**config.mk**
```make
export PLATFORM = sky130hd
export DESIGN_NAME = binned_delivery_ratio_window_limiter_top
export DESIGN_NICKNAME = d
export VERILOG_FILES = /design/src/sv/bdrwl_pkg.sv /design/src/sv/binned_delivery_ratio_window_limiter_top.sv
export SDC_FILE = /design/constraint.sdc
export NUM_CORES = 2
export LEC_CHECK = 0
export BUFFER_PORTS_ARGS = -buffer_cell sky130_fd_sc_hd__buf_2
export CORE_ASPECT_RATIO = 0.8
export CORE_UTILIZATION = 40
export CTS_CLUSTER_SIZE = 8
export DETAILED_ROUTE_END_ITERATION = 10
export PLACE_DENSITY_LB_ADDON = 0.1
export REMOVE_ABC_BUFFERS = 1
export SYNTH_ARGS = -nofsm -noshare
export SYNTH_HDL_FRONTEND = slang
export SYNTH_SLANG_ARGS = --single-unit
```
**constraint.sdc**
```tcl
create_clock -name clk_i -period 13.3 [get_ports clk_i]
set_input_delay 1.33 -clock clk_i [delete_from_list [all_inputs] [get_ports clk_i]]
set_output_delay 1.33 -clock clk_i [all_outputs]
set_load 0.005 [all_outputs]
```
**src/sv/bdrwl_pkg.sv**
```systemverilog
package bdrwl_pkg;

  localparam int unsigned NUM_BINS  = 8;
  localparam int unsigned BIN_W     = (NUM_BINS > 1) ? $clog2(NUM_BINS) : 1;
  localparam int unsigned CFG_IDX_W = 2;
  localparam int unsigned CFG_W     = 32;
  localparam int unsigned TIME_W    = 48;
  localparam int unsigned CNT_W     = 32;
  localparam int unsigned THR_W     = 16;

  localparam logic [9:0]        WINDOW_SCALE  = 10'd1000;
  localparam logic [THR_W-1:0]  THR_RESET     = 16'd13107;
  localparam logic [CNT_W-1:0]  BIN_DUR_RESET = 32'd10;
  localparam logic [BIN_W-1:0]  LAST_BIN      = BIN_W'(NUM_BINS - 1);

  typedef enum logic [1:0] {
    ACT_SENT = 2'd0,
    ACT_ACK  = 2'd1,
    ACT_INIT = 2'd2
  } action_e;

  typedef enum logic [CFG_IDX_W-1:0] {
    CFG_THRESHOLD = 2'd0,
    CFG_BIN_DUR   = 2'd1
  } cfg_idx_e;

  typedef enum logic [3:0] {
    ST_IDLE,
    ST_INIT,
    ST_SEND_RD,
    ST_SEND_WR,
    ST_ACK_TIME,
    ST_ACK_RD,
    ST_ACK_WR,
    ST_SUM,
    ST_SUM_END,
    ST_MUL,
    ST_CMP,
    ST_FIN
  } state_e;

endpackage

```
**src/sv/binned_delivery_ratio_window_limiter_top.sv**
```systemverilog
// Binned delivery-ratio window limiter.
//
// Input channel (in_valid_i / in_stall_o) carries one event word: action,
// byte_count, time_now and initial_window. A word is taken when in_valid_i
// is high and in_stall_o is low. Output channel (out_valid_o / out_stall_i)
// returns exactly one word per event: the window after the event and
// exit_taken.
//
// Work is done by a small sequencer around one pair of bin arrays with a
// single registered read port. A send reads and then writes its bin. An ack
// updates the time and current bin, reads and writes that bin, then the sum
// walks one bin per cycle from bin 0 through the current bin, followed by one
// multiply step and one compare step.
// in_stall_o stays high from acceptance until the result is loaded into the
// output register. The output register lets a new event be taken while the
// previous result is still stalled downstream; a finished event waits in its
// final step until the output register is free. Reset clears all bins
// (per-bin valid bits), the deadline, the window and the output valid;
// configuration registers return to threshold 13107 and bin duration 10.
module binned_delivery_ratio_window_limiter_top (
  input  logic                              clk_i,
  input  logic                              rst_ni,
  // configuration
  input  logic                              cfg_we_i,
  input  logic [bdrwl_pkg::CFG_IDX_W-1:0]   cfg_index_i,
  input  logic [bdrwl_pkg::CFG_W-1:0]       cfg_data_i,
  // input channel
  input  logic                              in_valid_i,
  output logic                              in_stall_o,
  input  logic [1:0]                        action_i,
  input  logic [bdrwl_pkg::CNT_W-1:0]       byte_count_i,
  input  logic [bdrwl_pkg::TIME_W-1:0]      time_now_i,
  input  logic [bdrwl_pkg::CNT_W-1:0]       initial_window_i,
  // output channel
  output logic                              out_valid_o,
  input  logic                              out_stall_i,
  output logic [bdrwl_pkg::CNT_W-1:0]       window_o,
  output logic                              exit_taken_o
);

  localparam int unsigned NB = bdrwl_pkg::NUM_BINS;
  localparam int unsigned BW = bdrwl_pkg::BIN_W;
  localparam int unsigned CW = bdrwl_pkg::CNT_W;
  localparam int unsigned TW = bdrwl_pkg::TIME_W;
  localparam int unsigned PW = bdrwl_pkg::THR_W + bdrwl_pkg::CNT_W;

  // configuration registers
  logic [bdrwl_pkg::THR_W-1:0] thr_q;
  logic [CW-1:0]               bin_dur_q;

  always_ff @(posedge clk_i or negedge rst_ni) begin
    if (!rst_ni) begin
      thr_q     <= bdrwl_pkg::THR_RESET;
      bin_dur_q <= bdrwl_pkg::BIN_DUR_RESET;
    end else if (cfg_we_i) begin
      case (bdrwl_pkg::cfg_idx_e'(cfg_index_i))
        bdrwl_pkg::CFG_THRESHOLD: thr_q     <= cfg_data_i[bdrwl_pkg::THR_W-1:0];
        bdrwl_pkg::CFG_BIN_DUR:   bin_dur_q <= cfg_data_i[CW-1:0];
        default: ;
      endcase
    end
  end

  // sequencer
  bdrwl_pkg::state_e state_q, state_d;

  logic [1:0]    action_q;
  logic [CW-1:0] bytes_q;
  logic [TW-1:0] now_q;
  logic [CW-1:0] initw_q;

  // bin store: flops with per-bin valid, one registered read port
  logic [CW-1:0] sent_mem [NB];
  logic [CW-1:0] del_mem  [NB];
  logic [NB-1:0] bin_vld_q;
  logic [BW-1:0] rd_addr;
  logic [CW-1:0] sent_rd_q, del_rd_q;

  logic [BW-1:0] cur_q, cnt_q, prev_q;
  logic          pend_q;
  logic [TW-1:0] dl_q;
  logic [CW-1:0] win_q;
  logic [CW-1:0] dcur_q;
  logic [CW-1:0] s_acc_q, d_acc_q;
  logic [CW-1:0] diff_q;
  logic          gt_q;
  logic [PW-1:0] prod_q;
  logic          exit_q;

  logic          out_free;
  logic [TW-1:0] dl_eff;
  logic          advance;
  logic [BW-1:0] cur_inc;
  logic [CW-1:0] s_next, d_next;

  assign in_stall_o = (state_q != bdrwl_pkg::ST_IDLE);
  assign out_free   = !out_valid_o || !out_stall_i;

  assign dl_eff  = (dl_q == '0) ? now_q : dl_q;
  assign advance = now_q > dl_eff;
  assign cur_inc = (cur_q == bdrwl_pkg::LAST_BIN) ? '0 : cur_q + BW'(1);

  // pending read lands in the cycle after its address
  assign s_next = s_acc_q + sent_rd_q;
  assign d_next = (prev_q != cur_q) ? d_acc_q + del_rd_q : d_acc_q;

  always_comb begin
    state_d = state_q;
    rd_addr = cur_q;
    case (state_q)
      bdrwl_pkg::ST_IDLE: begin
        if (in_valid_i) begin
          case (bdrwl_pkg::action_e'(action_i))
            bdrwl_pkg::ACT_SENT: state_d = bdrwl_pkg::ST_SEND_RD;
            bdrwl_pkg::ACT_ACK:  state_d = bdrwl_pkg::ST_ACK_TIME;
            bdrwl_pkg::ACT_INIT: state_d = bdrwl_pkg::ST_INIT;
            default:             state_d = bdrwl_pkg::ST_FIN;
          endcase
        end
      end
      bdrwl_pkg::ST_INIT:     state_d = bdrwl_pkg::ST_FIN;
      bdrwl_pkg::ST_SEND_RD:  state_d = bdrwl_pkg::ST_SEND_WR;
      bdrwl_pkg::ST_SEND_WR:  state_d = bdrwl_pkg::ST_FIN;
      bdrwl_pkg::ST_ACK_TIME: state_d = bdrwl_pkg::ST_ACK_RD;
      bdrwl_pkg::ST_ACK_RD:   state_d = bdrwl_pkg::ST_ACK_WR;
      bdrwl_pkg::ST_ACK_WR:   state_d = bdrwl_pkg::ST_SUM;
      bdrwl_pkg::ST_SUM: begin
        rd_addr = cnt_q;
        if (cnt_q == cur_q) state_d = bdrwl_pkg::ST_SUM_END;
      end
      bdrwl_pkg::ST_SUM_END:  state_d = bdrwl_pkg::ST_MUL;
      bdrwl_pkg::ST_MUL:      state_d = bdrwl_pkg::ST_CMP;
      bdrwl_pkg::ST_CMP:      state_d = bdrwl_pkg::ST_FIN;
      bdrwl_pkg::ST_FIN: begin
        if (out_free) state_d = bdrwl_pkg::ST_IDLE;
      end
      default:                state_d = bdrwl_pkg::ST_IDLE;
    endcase
  end

  always_ff @(posedge clk_i or negedge rst_ni) begin
    if (!rst_ni) begin
      state_q <= bdrwl_pkg::ST_IDLE;
    end else begin
      state_q <= state_d;
    end
  end

  // read port; an invalid bin reads as zero
  always_ff @(posedge clk_i) begin
    sent_rd_q <= bin_vld_q[rd_addr] ? sent_mem[rd_addr] : '0;
    del_rd_q  <= bin_vld_q[rd_addr] ? del_mem[rd_addr]  : '0;
  end

  // write port: send updates sent count, ack updates delivered count;
  // the other count of a bin that was invalid is zeroed on its first write
  always_ff @(posedge clk_i) begin
    if (state_q == bdrwl_pkg::ST_SEND_WR) begin
      sent_mem[cur_q] <= sent_rd_q + bytes_q;
      if (!bin_vld_q[cur_q]) del_mem[cur_q] <= '0;
    end else if (state_q == bdrwl_pkg::ST_ACK_WR) begin
      del_mem[cur_q] <= del_rd_q + bytes_q;
      if (!bin_vld_q[cur_q]) sent_mem[cur_q] <= '0;
    end
  end

  // control state
  always_ff @(posedge clk_i or negedge rst_ni) begin
    if (!rst_ni) begin
      bin_vld_q <= '0;
      cur_q     <= '0;
      dl_q      <= '0;
      win_q     <= '0;
      out_valid_o <= 1'b0;
    end else begin
      case (state_q)
        bdrwl_pkg::ST_INIT: begin
          bin_vld_q <= '0;
          cur_q     <= '0;
          win_q     <= initw_q;
          dl_q      <= now_q + TW'(bin_dur_q);
        end
        bdrwl_pkg::ST_SEND_WR: bin_vld_q[cur_q] <= 1'b1;
        bdrwl_pkg::ST_ACK_TIME: begin
          if (advance) begin
            dl_q               <= dl_eff + TW'(bin_dur_q);
            cur_q              <= cur_inc;
            bin_vld_q[cur_inc] <= 1'b0;
          end else begin
            dl_q <= dl_eff;
          end
        end
        bdrwl_pkg::ST_ACK_WR: bin_vld_q[cur_q] <= 1'b1;
        bdrwl_pkg::ST_CMP: begin
          if (gt_q && ({diff_q, 16'h0000} > prod_q)) begin
            win_q <= CW'(dcur_q * bdrwl_pkg::WINDOW_SCALE);
          end
        end
        default: ;
      endcase

      if (state_q == bdrwl_pkg::ST_FIN && out_free) begin
        out_valid_o <= 1'b1;
      end else if (!out_stall_i) begin
        out_valid_o <= 1'b0;
      end
    end
  end

  // datapath registers
  always_ff @(posedge clk_i) begin
    case (state_q)
      bdrwl_pkg::ST_IDLE: begin
        action_q <= action_i;
        bytes_q  <= byte_count_i;
        now_q    <= time_now_i;
        initw_q  <= initial_window_i;
        exit_q   <= 1'b0;
      end
      bdrwl_pkg::ST_ACK_WR: begin
        dcur_q  <= del_rd_q + bytes_q;
        cnt_q   <= '0;
        pend_q  <= 1'b0;
        s_acc_q <= '0;
        d_acc_q <= '0;
      end
      bdrwl_pkg::ST_SUM: begin
        if (pend_q) begin
          s_acc_q <= s_next;
          d_acc_q <= d_next;
        end
        prev_q <= cnt_q;
        pend_q <= 1'b1;
        cnt_q  <= cnt_q + BW'(1);
      end
      bdrwl_pkg::ST_SUM_END: begin
        s_acc_q <= s_next;
        d_acc_q <= d_next;
      end
      bdrwl_pkg::ST_MUL: begin
        // S > D also rules out S == 0
        gt_q   <= s_acc_q > d_acc_q;
        diff_q <= s_acc_q - d_acc_q;
        prod_q <= thr_q * s_acc_q;
      end
      bdrwl_pkg::ST_CMP: exit_q <= gt_q && ({diff_q, 16'h0000} > prod_q);
      default: ;
    endcase
  end

  // output register
  always_ff @(posedge clk_i) begin
    if (state_q == bdrwl_pkg::ST_FIN && out_free) begin
      window_o     <= win_q;
      exit_taken_o <= exit_q && (action_q == 2'(bdrwl_pkg::ACT_ACK));
    end
  end

endmodule

```
==> reports/metrics.yaml <==
synthesis:
  synth_cell_types: 80
  yosysSeqAreaShare_pct: 42.4
  avgSynthCellArea_um2: 11.4
  syn_area_um2: 71200
  ys_ff_latch: 1049
  synthCells: 6264
  synth_edf_count: 841
  yosysTopAreaCellShare_pct: 35.5
  ys_warn_count: 0
  synth_area_leaders: "edfxtp_1 (35%), fa_1 (15%), ha_1 (8.5%), dfrtp_1 (4.7%), mux4_2 (4.1%)"
  synth_flop_cell: "edfxtp_1"
  synth_top_cell_by_area: "edfxtp_1"
  async_flop_share_pct: 13.7
clocking:
  cts_hold_buf: 0
  h-tree-depth: 4
  cts_tree: "built"
  cts_buffers: 150
  cts_resized: 0
  postCtsSetupBuffers: 0
  clock_sinks: 1049
  clk_pin_slew_ns: 0.05
  root_buffer: "clkbuf_16"
  clockBufferDepth: 3
  insertion_delay_ns: 0.79
timing:
  max_freq_ghz: 0.124
  min_period_over_period_pct: 60.5
  hold_violations: 0
  rsz0062_at_grt: "no"
  worstMarginPinSlew_ns: 1.20
  timing.hold.ws_ns: 0.438
  slew-limit-headroom_pct: 20.3
  setup_viol: 0
  finClkSkew_ns: 0.0552
  slew_violations: 0
  fin_crit_ns: 8.04
critical_path:
  crit_path_end_kind: "flop"
  path_cells: "nand2_1 > fa_1 > fa_1 > fa_1 > fa_1 > inv_1 > fa_1 > inv_1 > fa_1 > inv_1 > ha_1 > and4_1 > nand3_1 > o21ai_0 > o21ai_0 > a211oi_1 > o21ai_0 > nor2_1 > a221o_1 > a31oi_1 > o41ai_1 > xor2_1"
  worstPathArrival_ns: 8.52
  cp_max_fo: 33
  crit_buf_inv: 3
  cpMostUsedCell: "fa_1"
  required_ns: 13.78
  crit_family: "adder cells"
  cp-start-kind: "flop"
  cp_slowest_cell: "dfstp_2"
  max_stage_delay_ns: 1.04
  path_class: "reg2reg"
  r2r_slack_ns: 5.26
finish:
  layout_commonest_cell: "edfxtp_1"
  final_cell_mix: "edfxtp_1 (841), inv_1 (736), nand2_1 (677)"
  areaGrowthSynthToFinish_pct: 11.9
  fillers: 16500
  drive_above_1_share_pct: 10.6
  nets: 7622
global_routing:
  grt_max_degree: 131
  grt_pass1_vias: 48700
  grt-ovfl-total: 0
  grt_usage_pct: 22.9
  antenna_found_initial: 23
  grt_first_pass_wirelength_um: 309000
detailed_routing:
  first_pass_iters: 6
  vias: 48200
  detail-route-antenna-nets: 0
  drc_errors: 0
  first_iter_violations: 3830
  viasPerCell: 5.38
  routed_wl_um: 203000
  wl_per_cell_um: 22.6
place:
  portBuffers: 187
  place_hpwl_um: 141000
  gp_congestion: 0.858
floorplanning:
  dieWidth_um: 474
  dieArea_um2: 180000
  fp.dieH_um: 379
  fp-row-count: 138
  fp.coreArea_um2: 177000
  start_util_pct: 40.3
  boundaryPins: 188
flow_run:
  max-cap-violations: 0
worst_hold_path:
  hold_class: "reg2reg"
run_status:
  status: "completed"
## cells by family after synthesis
kind of cell	count (synthesis)	share of synthesized area, %
mux	205	5.27
compound gates	1176	10.3
simple gates	1602	10.6
flops	1049	42.4
buf+inv	951	5.02
fa+ha+maj	998	23.0
xor+xnor	283	3.48
## through the flow
| step | util [%] | cells | cell area (um^2) | setup WS, ns | TNS [ns] |
|---|---|---|---|---|---|
| 4_1_cts | 45.0 | 8964 | 79600 | 5.27 | 0 |
| 3_5_place_dp | 42.5 | 8699 | 75100 | 5.41 | 0 |
| 5_1_grt | 45.0 | 8965 | 79600 | 4.84 | 0 |
| 3_3_place_gp | 42.5 | 8699 | 75100 | 5.45 | 0 |
| 6_report | 45.0 | 8965 | 79600 | 5.26 | 0 |
| 2_1_floorplan | - | 6052 | 70400 | -2.97 | -190.08 |
## worst reg2reg max path, cell delays in order (launching register included)
cell	delay [ns]
dfstp_2	1.04
nand2_1	0.21
fa_1	0.55
fa_1	0.59
fa_1	0.45
fa_1	0.55
inv_1	0.05
fa_1	0.48
inv_1	0.05
fa_1	0.48
inv_1	0.04
ha_1	0.37
and4_1	0.33
nand3_1	0.10
o21ai_0	0.17
o21ai_0	0.32
a211oi_1	0.52
o21ai_0	0.17
nor2_1	0.30
a221o_1	0.28
a31oi_1	0.16
o41ai_1	0.40
xor2_1	0.12
## cells in the mapped netlist (all sizes together) (65+ instances only)
| library cell | count |
|---|---|
| and2 | 244 |
| a21o | 166 |
| fa | 516 |
| edfxtp | 841 |
| mux4 | 130 |
| xnor2 | 187 |
| nand3 | 65 |
| inv | 739 |
| nor2 | 279 |
| o21ai | 219 |
| clkbuf | 185 |
| ha | 482 |
| dfrtp | 134 |
| nand2 | 680 |
| xor2 | 96 |
| a21oi | 436 |
## sequential cells by signal, indices dropped and copies added, names as in the netlist, 48 cells and up
name      count
dl_q         48
prod_q       48
sent_mem    256
now_q        48
del_mem     256
## layout make-up
type	instances	area (um^2)	area share, %
Clock buffer	251	4180	5.25
Tap cell	2380	2980	3.74
Antenna cell	1	2.50	0.00314
Timing Repair Buffer	267	1560	1.95
Sequential cell	1049	30200	37.9
Clock inverter	14	310	0.390
Multi-Input combinational cell	4264	37700	47.3
Inverter	739	2780	3.49
## metal layers
metal	GRT usage (%)	wire, um	vias up
met4	5.35	3870	2
met1	34.8	98300	24400
li1	-	-	22300
met5	0	13	-
met2	34.0	87300	1340
met3	3.64	13000	223
## path summary, 6_finish.rpt
kind	start	end	cells past startpoint
max reg2reg	thr_q[1]	prod_q[46]	22
max in group asynchronous	rst_ni	win_q[15]	2
min in group asynchronous	rst_ni	dl_q[19]	1
min	win_q[20]	window_o[20]	0
max	thr_q[1]	prod_q[46]	22
min reg2reg	win_q[20]	window_o[20]	0
Power is not shown: default switching activity piles up to over one toggle a cycle in this logic, so the estimate is an artifact.
